### src/nuecs_pkg.sv
// shared widths, codes, register resets and types of the cross-section block
// no dependencies
`timescale 1ns / 1ps
`default_nettype none

package nuecs_pkg;

  // field widths
  localparam int E_W  = 24;
  localparam int C_W  = 16;
  localparam int SC_W = 24;
  localparam int OUT_W = 32;
  localparam int CFG_IDX_W  = 4;
  localparam int CFG_DATA_W = 24;
  localparam int FLAV_W = 2;

  // fixed-point formats
  localparam int ENERGY_FRAC_BITS   = 16;
  localparam int COUPLING_FRAC_BITS = 14;
  localparam int SCALE_FRAC_BITS    = 8;
  localparam int OUT_FRAC_BITS      = 16;

  // limit test widths
  localparam int SUM_W = E_W + 2;
  localparam int LHS_W = E_W + SUM_W;
  localparam int RHS_W = 2 * E_W + 1;
  localparam int MT_W  = 2 * E_W;

  // divider geometry
  localparam int DIV_STEPS = E_W + 1;
  localparam int QUO_W  = DIV_STEPS;
  localparam int DIVD_W = E_W + QUO_W;

  // datapath widths after division
  localparam int Q_W   = ENERGY_FRAC_BITS + 1;
  localparam int M_W   = ENERGY_FRAC_BITS + 2;
  localparam int GG_W  = 2 * C_W;
  localparam int T2_W  = GG_W + Q_W + 1;
  localparam int T3_W  = GG_W + M_W + 1;
  localparam int B_W   = T3_W + 1;
  localparam int B_SHIFT = 2 * COUPLING_FRAC_BITS + ENERGY_FRAC_BITS - OUT_FRAC_BITS;
  localparam int B16_W = B_W - B_SHIFT;
  localparam int PROD_W = B16_W + SC_W + 1;
  localparam int RES_W  = PROD_W - SCALE_FRAC_BITS;

  // pipeline layout
  localparam int FRONT_STAGES = 2;
  localparam int POST_STAGES  = 5;
  localparam int NUM_STAGES   = FRONT_STAGES + 2 * DIV_STEPS + POST_STAGES;

  localparam logic signed [OUT_W-1:0] OUT_MAX = {1'b0, {(OUT_W-1){1'b1}}};
  localparam logic signed [OUT_W-1:0] OUT_MIN = {1'b1, {(OUT_W-1){1'b0}}};

  // flavour codes
  localparam logic [FLAV_W-1:0] FLAV_E   = 2'd0;
  localparam logic [FLAV_W-1:0] FLAV_MU  = 2'd1;
  localparam logic [FLAV_W-1:0] FLAV_TAU = 2'd2;

  // register indexes
  typedef enum logic [CFG_IDX_W-1:0] {
    REG_LEFT_E    = 4'd0,
    REG_RIGHT_E   = 4'd1,
    REG_LEFT_MU   = 4'd2,
    REG_RIGHT_MU  = 4'd3,
    REG_LEFT_TAU  = 4'd4,
    REG_RIGHT_TAU = 4'd5,
    REG_MASS      = 4'd6,
    REG_SCALE     = 4'd7
  } cfg_reg_e;

  // register reset values
  localparam logic signed [C_W-1:0] RST_LEFT_E   = 16'sd11960;
  localparam logic signed [C_W-1:0] RST_RIGHT_E  = 16'sd3768;
  localparam logic signed [C_W-1:0] RST_LEFT_MU  = -16'sd4424;
  localparam logic signed [C_W-1:0] RST_RIGHT_MU = 16'sd3768;
  localparam logic signed [C_W-1:0] RST_LEFT_TAU = -16'sd4424;
  localparam logic signed [C_W-1:0] RST_RIGHT_TAU = 16'sd3768;
  localparam logic [E_W-1:0]  RST_MASS  = 24'd33489;
  localparam logic [SC_W-1:0] RST_SCALE = 24'd44116;

  typedef struct packed {
    logic signed [C_W-1:0] left_e;
    logic signed [C_W-1:0] right_e;
    logic signed [C_W-1:0] left_mu;
    logic signed [C_W-1:0] right_mu;
    logic signed [C_W-1:0] left_tau;
    logic signed [C_W-1:0] right_tau;
    logic [E_W-1:0]        mass;
    logic [SC_W-1:0]       scale;
  } cfg_t;

  // per-item flags and couplings that ride alongside the dividers
  typedef struct packed {
    logic                  beyond;
    logic                  kill;
    logic signed [C_W-1:0] g1;
    logic signed [C_W-1:0] g2;
  } side_t;

  typedef struct packed {
    logic beyond;
    logic kill;
  } flag_t;

endpackage

`default_nettype wire

### src/nuecs_if.sv
// channel interfaces: input item, result item and register write
// depends on nuecs_pkg
`timescale 1ns / 1ps
`default_nettype none


interface nuecs_cfg_if;
  logic                                valid;
  logic                                ready;
  logic [nuecs_pkg::CFG_IDX_W-1:0]     index;
  logic [nuecs_pkg::CFG_DATA_W-1:0]    data;
  modport source (output valid, index, data, input ready);
  modport sink (input valid, index, data, output ready);
endinterface

`default_nettype wire

### src/nuecs_cfg.sv
// configuration register file: couplings, electron mass and scale
// depends on nuecs_pkg and nuecs_cfg_if
`timescale 1ns / 1ps
`default_nettype none

module nuecs_cfg (
  input  logic              clk_i,
  input  logic              rst_ni,
  nuecs_cfg_if.sink         cfg_i,
  output nuecs_pkg::cfg_t   cfg_o
);

  nuecs_pkg::cfg_t cfg_q;

  // writes are always taken
  assign cfg_i.ready = 1'b1;
  assign cfg_o = cfg_q;

  // register write decode, unknown indexes dropped
  always_ff @(posedge clk_i or negedge rst_ni) begin
    if (!rst_ni) begin
      cfg_q.left_e    <= nuecs_pkg::RST_LEFT_E;
      cfg_q.right_e   <= nuecs_pkg::RST_RIGHT_E;
      cfg_q.left_mu   <= nuecs_pkg::RST_LEFT_MU;
      cfg_q.right_mu  <= nuecs_pkg::RST_RIGHT_MU;
      cfg_q.left_tau  <= nuecs_pkg::RST_LEFT_TAU;
      cfg_q.right_tau <= nuecs_pkg::RST_RIGHT_TAU;
      cfg_q.mass      <= nuecs_pkg::RST_MASS;
      cfg_q.scale     <= nuecs_pkg::RST_SCALE;
    end else if (cfg_i.valid) begin
      unique case (nuecs_pkg::cfg_reg_e'(cfg_i.index))
        nuecs_pkg::REG_LEFT_E:    cfg_q.left_e    <= cfg_i.data[nuecs_pkg::C_W-1:0];
        nuecs_pkg::REG_RIGHT_E:   cfg_q.right_e   <= cfg_i.data[nuecs_pkg::C_W-1:0];
        nuecs_pkg::REG_LEFT_MU:   cfg_q.left_mu   <= cfg_i.data[nuecs_pkg::C_W-1:0];
        nuecs_pkg::REG_RIGHT_MU:  cfg_q.right_mu  <= cfg_i.data[nuecs_pkg::C_W-1:0];
        nuecs_pkg::REG_LEFT_TAU:  cfg_q.left_tau  <= cfg_i.data[nuecs_pkg::C_W-1:0];
        nuecs_pkg::REG_RIGHT_TAU: cfg_q.right_tau <= cfg_i.data[nuecs_pkg::C_W-1:0];
        nuecs_pkg::REG_MASS:      cfg_q.mass      <= cfg_i.data[nuecs_pkg::E_W-1:0];
        nuecs_pkg::REG_SCALE:     cfg_q.scale     <= cfg_i.data[nuecs_pkg::SC_W-1:0];
        default: ;
      endcase
    end
  end

endmodule

`default_nettype wire

### src/flat_wrapper.sv
// flat-port wrapper written by rule: the top's interface ports become plain ports
module nuecs_cfg_flat 
  (clk_i, rst_ni, cfg_o, cfg_i_valid, cfg_i_index, cfg_i_data, cfg_i_ready);
  nuecs_cfg_if cfg_i_i ();
  input  logic clk_i;
  input  logic rst_ni;
  output nuecs_pkg::cfg_t cfg_o;
  input wire logic [$bits(cfg_i_i.valid)-1:0] cfg_i_valid;
  input wire logic [$bits(cfg_i_i.index)-1:0] cfg_i_index;
  input wire logic [$bits(cfg_i_i.data)-1:0] cfg_i_data;
  output wire logic [$bits(cfg_i_i.ready)-1:0] cfg_i_ready;
  assign cfg_i_i.valid = cfg_i_valid;
  assign cfg_i_i.index = cfg_i_index;
  assign cfg_i_i.data = cfg_i_data;
  assign cfg_i_ready = cfg_i_i.ready;
  nuecs_cfg u_core (.clk_i(clk_i), .rst_ni(rst_ni), .cfg_i(cfg_i_i), .cfg_o(cfg_o));
endmodule
### config.mk
export PLATFORM = sky130hd
export DESIGN_NAME = nuecs_cfg_flat
export DESIGN_NICKNAME = d
export VERILOG_FILES = /design/src/nuecs_pkg.sv /design/src/nuecs_if.sv /design/src/nuecs_cfg.sv /design/src/flat_wrapper.sv
export SDC_FILE = /design/constraint.sdc
export NUM_CORES = 1
export LEC_CHECK = 0
export ABC_AREA = 0
export CORE_UTILIZATION = 43
export CTS_CLUSTER_DIAMETER = 120
export CTS_CLUSTER_SIZE = 25
export DETAILED_ROUTE_END_ITERATION = 10
export DONT_BUFFER_PORTS = 1
export SLEW_MARGIN = 5
export SYNTH_ARGS = -nofsm -noshare
export SYNTH_HDL_FRONTEND = slang
export SYNTH_SLANG_ARGS = --single-unit
### constraint.sdc
create_clock -name clk_i -period 0.8 [get_ports clk_i]
set_input_delay 0.08 -clock clk_i [delete_from_list [all_inputs] [get_ports clk_i]]
set_output_delay 0.08 -clock clk_i [all_outputs]
set_load 0.1 [all_outputs]
==> run summary <==
The run finished, with violations left. The checks that failed: negative hold slack, negative setup slack. The number of global-route vias before repair came to 3,935. The signal on the critical path passes through buf_12. The highest fanout seen on the critical path is 2. The number of different library cells in the post-synthesis netlist is 19. The register with the most flip-flops in the layout has 144 of them. Clock latency on the worst-skew pair, taken at its later pin, is 0.42 ns. The synthesized instance count came out at 316. The number of DRC markers in iteration 0 is 152.

The number of iterations in the first detailed-routing pass came out at 4. The number of synthesized register bits came out at 144. The final-report max-slew violation count is 0.

The clock tree skew after final layout is 0 ns. The final setup slack of the worst path is -0.535 ns. The utilization after layout came out at 87.1%. The synthesized net count came out at 347.

176 I/O pins were placed. The final routed DRC violation total is 0. For the worst flop-to-flop path, the logic depth is 2. The final cell count without fillers came out at 714.

For this design, the CTS-stage hold fixing added 24 buffers. The total number of cells along the worst setup path came out at 1. The worst setup path is captured at an output pin. The overall routing resource usage came out at 26.4%.

Based on the critical path, the design can be clocked at up to 0.749 GHz. The global placement routability congestion came out at 0.731. The count of antenna diodes in the layout came out at 0. The post-route fraction of the period consumed by the critical path is 167%. The sequential cell area fraction in the yosys report is 66.9%. The first global-routing pass estimated 24.9 mm of wire. The maximum number of pins on one net before global-route repair is 145.

For this run the aggregate overflow at the end of global routing stands at 0. The total die area is 0.0132 mm2. The number of H-tree levels came out at 4. The critical-path cell with the highest stage delay is dfstp_4. In this run the worst setup path begins at u_core.cfg_o[67]$_DFFE_PN1P_.

Once detail routing completed, the nets flagged for antenna violations numbered 0. The synthesized design contains 0 enable-type register cells. The data arrival time of the critical path is 1.25 ns. The final layout contains 564 nets. The top cell family by delay on the critical path is flip-flops. The total routed wirelength is 18.0 mm.

Counting tap cells, the placed design contains a total of 636 instances. The routed layout has 3,638 vias. Counting along the longest clock path gives a buffer depth of 2. Across all hold checks on the routed design, the worst slack comes to -0.643 ns. The clock period minus final worst setup slack is 1.33 ns. The height of the die is 115 um. Summed over all cells, the static leakage comes to 4.78 nW. The max capacitance violation total came out at 0. The number of fill cells in the layout is 477.

The half-perimeter wire length after placement is 9.61 mm. The area added between synthesis and finish came out at 94.1%. The effective utilization at floorplan is 44.9%. The mean routed wirelength per cell came out at 25.2 um. The category of the worst setup path launch point is a register.

The total of buffers placed on input and output ports came out at 0. The post-CTS clock slew at the launch and capture registers of the worst setup and hold paths is 0.06 ns. TritonCTS built the clock tree. The area of the mapped netlist is 0.00550 mm2. The number of antenna violations at the first check in global routing is 0. The root buffer selected by CTS is clkbuf_16. Setup repair after global routing could not meet its margin everywhere.

The path class of the tightest hold or removal check is in -> async. The die is 115 um wide. The total area inside the core boundary comes to 0.0123 mm2. The setup path with the least slack is of type reg -> out. The fraction of synthesis flops using an asynchronous set or reset pin is 100%. The largest single stage delay on the critical path is 0.65 ns. The final-report hold violation count is 144. The final count of negative-setup-slack endpoints is 276. The Yosys step of the flow raised 0 warnings. CTS saw 144 sinks. The worst supply voltage drop on vdd came out at 2.93 mV. The total power density per cell area is 4130 mW/mm2. After detailed routing, the number of vias per cell comes to 5.10. Together, buffers and inverters on the worst path number 1. The ratio of cells with drive above 1 in the final layout came out at 94.1%. The floorplan row count came out at 40. The most used flip-flop cell after synthesis is dfrtp_1.

The required time at the endpoint of the critical path came out at 0.72 ns. The CTS buffer count is 17. The launching point of the worst reg2reg path is u_core.cfg_o[120]$_DFFE_PN0P_. The average cell area after synthesis came out at 17.4 um2.
==> path summary, 6_finish.rpt <==
check	endpoint	slack [ns]
min in group clk_i	u_core.cfg_o[82]$_DFFE_PN0P_	0.04
worst min-delay path	u_core.cfg_o[32]$_DFFE_PN0P_	-0.64
worst max-delay path	cfg_o[67]	-0.53
max in group asynchronous	u_core.cfg_o[89]$_DFFE_PN1P_	1.13
worst min register to register	u_core.cfg_o[41]$_DFFE_PN0P_	0.53
worst max register to register	u_core.cfg_o[120]$_DFFE_PN0P_	-0.21
==> synth_stat cells, types with 2 or more instances <==
cell type / count / area, um2
dfrtp_1: 82 / 2050
nand2_2: 2 / 12.5
buf_4: 4 / 30.0
mux2_2: 144 / 1620
buf_2: 7 / 35.0
dfstp_2: 62 / 1630
nand3_2: 3 / 30.0
==> through the flow <==
stage	total power [mW]	setup WS (ns)	TNS (ns)	area [um2]
4_1_cts	42.6	-0.529	-63.10	10300
3_5_place_dp	31.8	-0.347	-38.18	8380
3_3_place_gp	31.6	-0.306	-35.62	8380
6_report	44.1	-0.535	-65.50	10700
5_1_grt	45.1	-0.551	-69.94	10700
2_1_floorplan	26.2	-0.459	-45.58	6200
==> report_power, final <==
group | internal, mW | total [mW] | switching [mW] | leakage [nW]
logic | 9.05 | 23.8 | 14.7 | 2.89
registers | 10.4 | 12.6 | 2.15 | 1.60
clock network | 4.71 | 7.73 | 3.02 | 0.286
==> cells by family after synthesis <==
family,synth area share (%)
DFF,66.9
and+or+nand+nor,2.05
buffers and inverters,1.48
other,0.0682
muxes,29.5
==> layer usage <==
layer | GRT usage [%] | share of wire, %
met5 | 0 | 0
met2 | 46.0 | 55
met4 | 9.52 | 1.7
met3 | 8.17 | 6.0
met1 | 30.8 | 37
==> area by class of cell <==
type / count / area (um2) / area share [%]
Clock buffer: 29 / 561 / 5.25
Sequential cell: 144 / 4100 / 38.4
Clock inverter: 3 / 17.5 / 0.164
Tap cell: 168 / 210 / 1.97
Timing Repair Buffer: 211 / 3580 / 33.5
Multi-Input combinational cell: 159 / 2210 / 20.7
==> cells in the final DEF, fill, tap and decap left out <==
cell type        n
nor2_2           1
nand2_4          1
nand3b_1         1
nand4_1          1
clkinv_2         2
conb_1           1
nand2_1          1
clkbuf_1         3
dfstp_4         62
nand3_4          1
buf_6           26
buf_12         147
dfrtp_1          1
nor3b_4          1
clkinvlp_4       1
nor2_4           1
nor2b_2          1
mux2_2          27
dfrtp_4         32
nor3_4           1
buf_4           14
mux2_4         117
nor2b_4          1
nand2_2          1
nand3_2          2
clkbuf_8         9
clkbuf_16       17
dfrtp_2         49
dlygate4sd3_1   24
==> repair_timing <==
item	CTS	global route
setup endpoints to repair	239	275
buffers inserted	4	20
hold endpoints to repair	288	144
gates resized for setup	253	72
Note: power is estimated with default switching activity, not from simulation.
