## config.mk

```make
export PLATFORM = sky130hd
export DESIGN_NAME = nuecs_div
export DESIGN_NICKNAME = d
export VERILOG_FILES = /design/src/nuecs_pkg.sv /design/src/nuecs_div.sv
export SDC_FILE = /design/constraint.sdc
export NUM_CORES = 2
export LEC_CHECK = 0
export BUFFER_PORTS_ARGS = -buffer_cell sky130_fd_sc_hd__buf_2
export CELL_PAD_IN_SITES_DETAIL_PLACEMENT = 0
export CELL_PAD_IN_SITES_GLOBAL_PLACEMENT = 1
export CORE_AREA = 3 3 640 483
export DETAILED_ROUTE_END_ITERATION = 10
export DIE_AREA = 0 0 643 486
export GPL_TIMING_DRIVEN = 1
export PLACE_DENSITY = 0.62
export SYNTH_ARGS = -nofsm -noshare
export SYNTH_HDL_FRONTEND = slang
export SYNTH_SLANG_ARGS = --single-unit
```

## constraint.sdc

```tcl
create_clock -name clk_i -period 3.9 [get_ports clk_i]
set_input_delay 0.975 -clock clk_i [delete_from_list [all_inputs] [get_ports clk_i]]
set_output_delay 0.975 -clock clk_i [all_outputs]
set_load 0.005 [all_outputs]
```

## src/nuecs_pkg.sv

```systemverilog
// shared widths, codes, register resets and types of the cross-section block
// no dependencies
`timescale 1ns / 1ps
`default_nettype none

package nuecs_pkg;

  // field widths
  localparam int E_W  = 24;
  localparam int C_W  = 16;
  localparam int SC_W = 24;
  localparam int OUT_W = 32;
  localparam int CFG_IDX_W  = 4;
  localparam int CFG_DATA_W = 24;
  localparam int FLAV_W = 2;

  // fixed-point formats
  localparam int ENERGY_FRAC_BITS   = 16;
  localparam int COUPLING_FRAC_BITS = 14;
  localparam int SCALE_FRAC_BITS    = 8;
  localparam int OUT_FRAC_BITS      = 16;

  // limit test widths
  localparam int SUM_W = E_W + 2;
  localparam int LHS_W = E_W + SUM_W;
  localparam int RHS_W = 2 * E_W + 1;
  localparam int MT_W  = 2 * E_W;

  // divider geometry
  localparam int DIV_STEPS = E_W + 1;
  localparam int QUO_W  = DIV_STEPS;
  localparam int DIVD_W = E_W + QUO_W;

  // datapath widths after division
  localparam int Q_W   = ENERGY_FRAC_BITS + 1;
  localparam int M_W   = ENERGY_FRAC_BITS + 2;
  localparam int GG_W  = 2 * C_W;
  localparam int T2_W  = GG_W + Q_W + 1;
  localparam int T3_W  = GG_W + M_W + 1;
  localparam int B_W   = T3_W + 1;
  localparam int B_SHIFT = 2 * COUPLING_FRAC_BITS + ENERGY_FRAC_BITS - OUT_FRAC_BITS;
  localparam int B16_W = B_W - B_SHIFT;
  localparam int PROD_W = B16_W + SC_W + 1;
  localparam int RES_W  = PROD_W - SCALE_FRAC_BITS;

  // pipeline layout
  localparam int FRONT_STAGES = 2;
  localparam int POST_STAGES  = 5;
  localparam int NUM_STAGES   = FRONT_STAGES + 2 * DIV_STEPS + POST_STAGES;

  localparam logic signed [OUT_W-1:0] OUT_MAX = {1'b0, {(OUT_W-1){1'b1}}};
  localparam logic signed [OUT_W-1:0] OUT_MIN = {1'b1, {(OUT_W-1){1'b0}}};

  // flavour codes
  localparam logic [FLAV_W-1:0] FLAV_E   = 2'd0;
  localparam logic [FLAV_W-1:0] FLAV_MU  = 2'd1;
  localparam logic [FLAV_W-1:0] FLAV_TAU = 2'd2;

  // register indexes
  typedef enum logic [CFG_IDX_W-1:0] {
    REG_LEFT_E    = 4'd0,
    REG_RIGHT_E   = 4'd1,
    REG_LEFT_MU   = 4'd2,
    REG_RIGHT_MU  = 4'd3,
    REG_LEFT_TAU  = 4'd4,
    REG_RIGHT_TAU = 4'd5,
    REG_MASS      = 4'd6,
    REG_SCALE     = 4'd7
  } cfg_reg_e;

  // register reset values
  localparam logic signed [C_W-1:0] RST_LEFT_E   = 16'sd11960;
  localparam logic signed [C_W-1:0] RST_RIGHT_E  = 16'sd3768;
  localparam logic signed [C_W-1:0] RST_LEFT_MU  = -16'sd4424;
  localparam logic signed [C_W-1:0] RST_RIGHT_MU = 16'sd3768;
  localparam logic signed [C_W-1:0] RST_LEFT_TAU = -16'sd4424;
  localparam logic signed [C_W-1:0] RST_RIGHT_TAU = 16'sd3768;
  localparam logic [E_W-1:0]  RST_MASS  = 24'd33489;
  localparam logic [SC_W-1:0] RST_SCALE = 24'd44116;

  typedef struct packed {
    logic signed [C_W-1:0] left_e;
    logic signed [C_W-1:0] right_e;
    logic signed [C_W-1:0] left_mu;
    logic signed [C_W-1:0] right_mu;
    logic signed [C_W-1:0] left_tau;
    logic signed [C_W-1:0] right_tau;
    logic [E_W-1:0]        mass;
    logic [SC_W-1:0]       scale;
  } cfg_t;

  // per-item flags and couplings that ride alongside the dividers
  typedef struct packed {
    logic                  beyond;
    logic                  kill;
    logic signed [C_W-1:0] g1;
    logic signed [C_W-1:0] g2;
  } side_t;

  typedef struct packed {
    logic beyond;
    logic kill;
  } flag_t;

endpackage

`default_nettype wire

```

## src/nuecs_div.sv

```systemverilog
// pipelined restoring divider, one quotient bit per stage
// depends on nuecs_pkg
`timescale 1ns / 1ps
`default_nettype none

module nuecs_div (
  input  logic                          clk_i,
  input  logic                          en_i,
  input  logic [nuecs_pkg::DIVD_W-1:0]  dividend_i,
  input  logic [nuecs_pkg::E_W-1:0]     divisor_i,
  output logic [nuecs_pkg::QUO_W-1:0]   quotient_o,
  output logic [nuecs_pkg::E_W-1:0]     divisor_o
);

  logic [nuecs_pkg::DIVD_W-1:0] rem_q [nuecs_pkg::DIV_STEPS-1];
  logic [nuecs_pkg::E_W-1:0]    den_q [nuecs_pkg::DIV_STEPS];
  logic [nuecs_pkg::QUO_W-1:0]  quo_q [nuecs_pkg::DIV_STEPS];

  for (genvar j = 0; j < nuecs_pkg::DIV_STEPS; j++) begin : g_step
    logic [nuecs_pkg::DIVD_W-1:0] rem_in;
    logic [nuecs_pkg::DIVD_W-1:0] trial;
    logic [nuecs_pkg::DIVD_W:0]   diff;
    logic [nuecs_pkg::E_W-1:0]    den_in;
    logic [nuecs_pkg::QUO_W-1:0]  quo_in;

    if (j == 0) begin : g_first
      assign rem_in = dividend_i;
      assign den_in = divisor_i;
      assign quo_in = '0;
    end else begin : g_next
      assign rem_in = rem_q[j-1];
      assign den_in = den_q[j-1];
      assign quo_in = quo_q[j-1];
    end

    // trial subtract of the shifted divisor
    assign trial = nuecs_pkg::DIVD_W'(den_in) << (nuecs_pkg::DIV_STEPS - 1 - j);
    assign diff  = {1'b0, rem_in} - {1'b0, trial};

    always_ff @(posedge clk_i) begin
      if (en_i) begin
        den_q[j] <= den_in;
        quo_q[j] <= diff[nuecs_pkg::DIVD_W] ? quo_in
                  : (quo_in | (nuecs_pkg::QUO_W'(1) << (nuecs_pkg::DIV_STEPS - 1 - j)));
      end
    end

    // the last stage needs no remainder
    if (j < nuecs_pkg::DIV_STEPS - 1) begin : g_rem
      always_ff @(posedge clk_i) begin
        if (en_i) begin
          rem_q[j] <= diff[nuecs_pkg::DIVD_W] ? rem_in : diff[nuecs_pkg::DIVD_W-1:0];
        end
      end
    end
  end

  assign quotient_o = quo_q[nuecs_pkg::DIV_STEPS-1];
  assign divisor_o  = den_q[nuecs_pkg::DIV_STEPS-1];

endmodule

`default_nettype wire

```

==> run summary <==
The TritonCTS clock tree is yes. The highest attainable clock frequency came out at 264.4 MHz. The number of vias after detailed routing is 68,461. Using the TritonRoute via totals, the vias-per-cell ratio works out to approximately 5.0. The final weighted congestion in routability-driven placement came out at roughly 0.9. The vertical die dimension came out at ~490 um. The power density normalized to cell area is about 700 nW/um2. The length in cells of the worst reg-to-reg path is 14. In this run the count of I/O pins placed on the die edge is between 100 and 150. The setup skew after layout came out at 108.3 ps. The number of global-route vias before repair was 66,013.

The sequential area share after synthesis is 0.5946. The detail route stage leaves a number of antenna-violating nets equal to 0. The post-layout minimum cycle time came out at around 3800 ps. STA classifies the critical path startpoint as a flop.

The worst hold path terminates at rem_q[0][21]. The synthesis warning total came out at 0. At the worst endpoint, the arrival time is ~4400 ps. In this run, the number of DRC markers left after iteration 0 of detailed routing was around 5,500. Counting flops with an async set or reset pin after synthesis yields a share of 0. The worst register-to-register path ends at rem_q[2][83]. Setup violations remaining at the end of the flow were counted as 0. The reported leakage power is about 47 nW.

Counting instances, the worst hold path has a depth of 1. In the post-synthesis netlist, the biggest area contributors are sky130_fd_sc_hd__edfxtp_1, sky130_fd_sc_hd__ha_1, sky130_fd_sc_hd__xnor2_1. The worst hold path begins at dividend_i[21]. In the synthesized netlist the dominant register cell turns out to be sky130_fd_sc_hd__edfxtp_1. The worst-case IR drop observed on VDD is just under 0.0004 V. The total DRC errors in the routed layout is 0. The worst setup path is of the reg -> reg kind. The synthesized instance count came out at around 8,800.

The total power of the final layout came out at approximately 86 mW. The number of synthesized register bits is 2,101. The flow ran to the end, and the final reports show no timing, DRC or antenna violations. The wire length of the first global-routing pass came out at approximately 380,000 um. Of the post-synthesis cell area, the dominant cell type holds 0.5946. In this run the worst hold path is classified as in -> reg.

For the worst setup path, the data required time is 4520 ps. The final count of hold timing violations is 0. The initial utilization of the core area, before any placement, comes to 0.3502. The total of fill cells in the finished design is 28,538. The transition time at the pin with the least slew margin came out at 1002 ps. The cell area that synthesis handed to floorplanning was between 100,000 and 150,000 um2. The H-tree depth reported by CTS came out at 4. The number of sinks handled by clock tree synthesis came out at between 2,000 and 2,500. After global routing the overflow that remains totals 0.

The max-slew violation count came out at 0. In the final layout, the share of cells above drive strength 1 is 0.1225. The category of the worst setup path capture point is a flop.

The initial antenna violation count came out at 14. Of all nets on the critical path, the largest fanout is 4. The die is approximately 640 um wide. The number of nets handed over by synthesis was approximately 9,500.

The global router's overall resource usage is 0.1484. Buffers placed on the I/O ports in this run total roughly 120. The detailed-routing iteration count for the pre-antenna-repair pass came out at 7. The startpoint identified for the worst register-to-register timing path is rem_q[2][9]. The routed wirelength normalized by instance count is about 17 um. The placed wire-length estimate is ~180,000 um. After clock tree synthesis, the clock-pin slew on the worst setup and hold paths is 60 ps. The count of flip-flops with a built-in enable after synthesis is between 2,000 and 2,500.

The number of standard-cell rows in the floorplan is 175. The layout overhead on the synthesized area came out at 15.65%. The synthesized design spends more area on one cell type than any other, namely sky130_fd_sc_hd__edfxtp_1. The aggregate routed wire length came out at ~240,000 um. The later pin in the worst-skew pair is clocked with a latency of between 900 and 1000 ps. The count of unique library cells instantiated by Yosys came out at about 100. The tightest slew margin relative to the limit came out at 0.3261. The largest buffer count on any clock path came out at 4. The core outline area is about 300,000 um2. Each instance of the synthesized netlist takes up on average between 10 and 15 um2.

Counting the buffers created by CTS gives 227. The worst hold slack came out at ~230 ps. The largest net degree at the start of global routing came out at between 100 and 150. The root buffer cell chosen for the clock tree is sky130_fd_sc_hd__clkbuf_16. The final net count is slightly above 10,000. The die covers 312,500 um2. The share of the clock period used by the worst path is 0.9699. For flop-to-flop paths, the worst setup slack is between 100 and 150 ps. The number of maximum-capacitance constraint violations came out at 0.
-- synthesized netlist by cell type, types with 18 or more instances --
| cell | number |
|---|---|
| sky130_fd_sc_hd__edfxtp_1 | 2101 |
| sky130_fd_sc_hd__inv_1 | 766 |
| sky130_fd_sc_hd__nand2_1 | 682 |
| sky130_fd_sc_hd__a21oi_1 | 623 |
| sky130_fd_sc_hd__ha_1 | 599 |
| sky130_fd_sc_hd__o21ai_0 | 555 |
| sky130_fd_sc_hd__nor2_1 | 553 |
| sky130_fd_sc_hd__xnor2_1 | 393 |
| sky130_fd_sc_hd__xor2_1 | 341 |
| sky130_fd_sc_hd__a21o_1 | 272 |
| sky130_fd_sc_hd__nor3_1 | 186 |
| sky130_fd_sc_hd__clkbuf_1 | 147 |
| sky130_fd_sc_hd__nand3_1 | 130 |
| sky130_fd_sc_hd__nand2b_1 | 128 |
| sky130_fd_sc_hd__o21a_1 | 93 |
| sky130_fd_sc_hd__mux2_2 | 83 |
| sky130_fd_sc_hd__nor4_1 | 83 |
| sky130_fd_sc_hd__nor2b_1 | 81 |
| sky130_fd_sc_hd__or3_1 | 77 |
| sky130_fd_sc_hd__o21bai_1 | 72 |
| sky130_fd_sc_hd__o31ai_1 | 69 |
| sky130_fd_sc_hd__nand4_1 | 56 |
| sky130_fd_sc_hd__a211oi_1 | 51 |
| sky130_fd_sc_hd__and3_1 | 51 |
| sky130_fd_sc_hd__a31oi_1 | 47 |
| sky130_fd_sc_hd__or4_1 | 43 |
| sky130_fd_sc_hd__or2_2 | 37 |
| sky130_fd_sc_hd__and2_1 | 35 |
| sky130_fd_sc_hd__o211ai_1 | 32 |
| sky130_fd_sc_hd__buf_4 | 27 |
| sky130_fd_sc_hd__fa_1 | 24 |
| sky130_fd_sc_hd__a2111oi_0 | 23 |
| sky130_fd_sc_hd__a211o_1 | 22 |
| sky130_fd_sc_hd__o31a_1 | 21 |
| sky130_fd_sc_hd__o41ai_1 | 20 |
| sky130_fd_sc_hd__buf_2 | 19 |
| sky130_fd_sc_hd__a21boi_0 | 18 |
-- layer usage --
layer  track usage  part of all wire
met1        0.2294              0.51
met2        0.2126              0.41
met4       0.03531             0.021
met5             0           0.00011
met3       0.02740             0.058
-- how the worst max path moves through the flow --
| stage | startpoint | endpoint | slack [ps] | depth (start not counted) |
|---|---|---|---|---|
| floorplan | divisor_i[10] | rem_q[0][24] | 80 | 13 |
| global placement | dividend_i[24] | rem_q[0][46] | -320 | 15 |
| detailed placement | rem_q[2][7] | rem_q[2][86] | -270 | 16 |
| CTS | den_q[0][216] | rem_q[1][140] | 2 | 14 |
| global route | rem_q[2][295] | rem_q[2][389] | -40 | 14 |
| finish | rem_q[2][9] | rem_q[2][83] | 120 | 14 |
-- state kept, by name, indices dropped and copies added, names as in the netlist --
signal,count
den_q,600
quo_q,325
rem_q,1176
-- final cells by class --
cell class | instances | area [um2] | share of cell area
tap | 4071 | 5094 | 0.04151
timing repair buffer | 557 | 4410 | 0.03594
sequential | 2101 | 63090 | 0.5141
clock buffer | 265 | 5908 | 0.04814
inverter | 772 | 2900 | 0.02363
clock inverter | 147 | 1388 | 0.01131
antenna | 4 | 10.01 | 0.00008156
multi-input combinational | 5761 | 39920 | 0.3253
-- report_power, final --
part           total, mW  switching (mW)  internal (mW)
clock               21.3            8.96           12.4
sequential          34.2            3.06           31.2
combinational       30.7            17.1           13.6
total               86.2            29.1           57.1
-- stage by stage --
stage	TNS [ps]	setup slack, ps	area [um2]	utilization	instances
floorplan	0	84.74	106100	-	8847
global placement	-4641	-320.8	114600	0.3781	13244
detailed placement	-3824	-269.9	114600	0.3781	13244
CTS	0	1.623	122000	0.4026	13657
global route	-164.8	-36.18	122700	0.4049	13676
finish	0	117.5	122700	0.4050	13678
-- critical path: stages, from the launching register on --
cell and delay [ps]:
sky130_fd_sc_hd__edfxtp_1 430, sky130_fd_sc_hd__ha_1 400, sky130_fd_sc_hd__o21a_1 150, sky130_fd_sc_hd__o31a_1 200
sky130_fd_sc_hd__o41ai_2 90, sky130_fd_sc_hd__buf_4 150, sky130_fd_sc_hd__o311ai_1 420, sky130_fd_sc_hd__a22o_1 330
sky130_fd_sc_hd__a211oi_4 120, sky130_fd_sc_hd__buf_4 160, sky130_fd_sc_hd__or3_1 410, sky130_fd_sc_hd__o21ai_2 260
sky130_fd_sc_hd__buf_4 180, sky130_fd_sc_hd__a21oi_1 70, sky130_fd_sc_hd__xor2_1 160
-- timing repair --
item                                    in CTS  in global routing
buffers inserted                             1                 16
endpoints found under the setup margin      42                357
resized for setup                           27                129
pin swaps                                    8                 34
hold buffers                                 0                  0
cloned                                       0                  1
-- cell families after synthesis --
group,Yosys count,synth area share
flip-flops,2101,0.5946
multiplexers,88,0.009292
adder cells (fa/ha/maj),623,0.07516
AND/OR/NAND/NOR,2232,0.1011
XOR/XNOR,734,0.06058
AO/OA/AOI/OAI,2084,0.1228
buffers and inverters,985,0.03647
-- placed cells by master, fill, tap and decap left out, types with 36 or more instances in the layout --
cell type	Yosys	layout
sky130_fd_sc_hd__inv_1	766	765
sky130_fd_sc_hd__nor4_1	83	65
sky130_fd_sc_hd__buf_4	27	388
sky130_fd_sc_hd__edfxtp_1	2101	2101
sky130_fd_sc_hd__clkinv_2	0	52
sky130_fd_sc_hd__and3_1	51	50
sky130_fd_sc_hd__nand2_1	682	682
sky130_fd_sc_hd__buf_2	19	123
sky130_fd_sc_hd__a211oi_1	51	42
sky130_fd_sc_hd__clkbuf_16	0	231
sky130_fd_sc_hd__ha_1	599	599
sky130_fd_sc_hd__a31oi_1	47	39
sky130_fd_sc_hd__nand2b_1	128	128
sky130_fd_sc_hd__o21a_1	93	93
sky130_fd_sc_hd__a21oi_1	623	610
sky130_fd_sc_hd__or3_1	77	77
sky130_fd_sc_hd__xnor2_1	393	391
sky130_fd_sc_hd__nand3_1	130	130
sky130_fd_sc_hd__nor3_1	186	176
sky130_fd_sc_hd__o31ai_1	69	64
sky130_fd_sc_hd__o21bai_1	72	70
sky130_fd_sc_hd__xor2_1	341	341
sky130_fd_sc_hd__buf_12	0	42
sky130_fd_sc_hd__and2_1	35	36
sky130_fd_sc_hd__nor2_1	553	552
sky130_fd_sc_hd__or2_2	37	37
sky130_fd_sc_hd__nand4_1	56	56
sky130_fd_sc_hd__a21o_1	272	272
sky130_fd_sc_hd__or4_1	43	43
sky130_fd_sc_hd__nor2b_1	81	79
sky130_fd_sc_hd__clkinv_1	0	48
sky130_fd_sc_hd__mux2_2	83	83
sky130_fd_sc_hd__o21ai_0	555	538
Power figures use the tool's default switching activity.
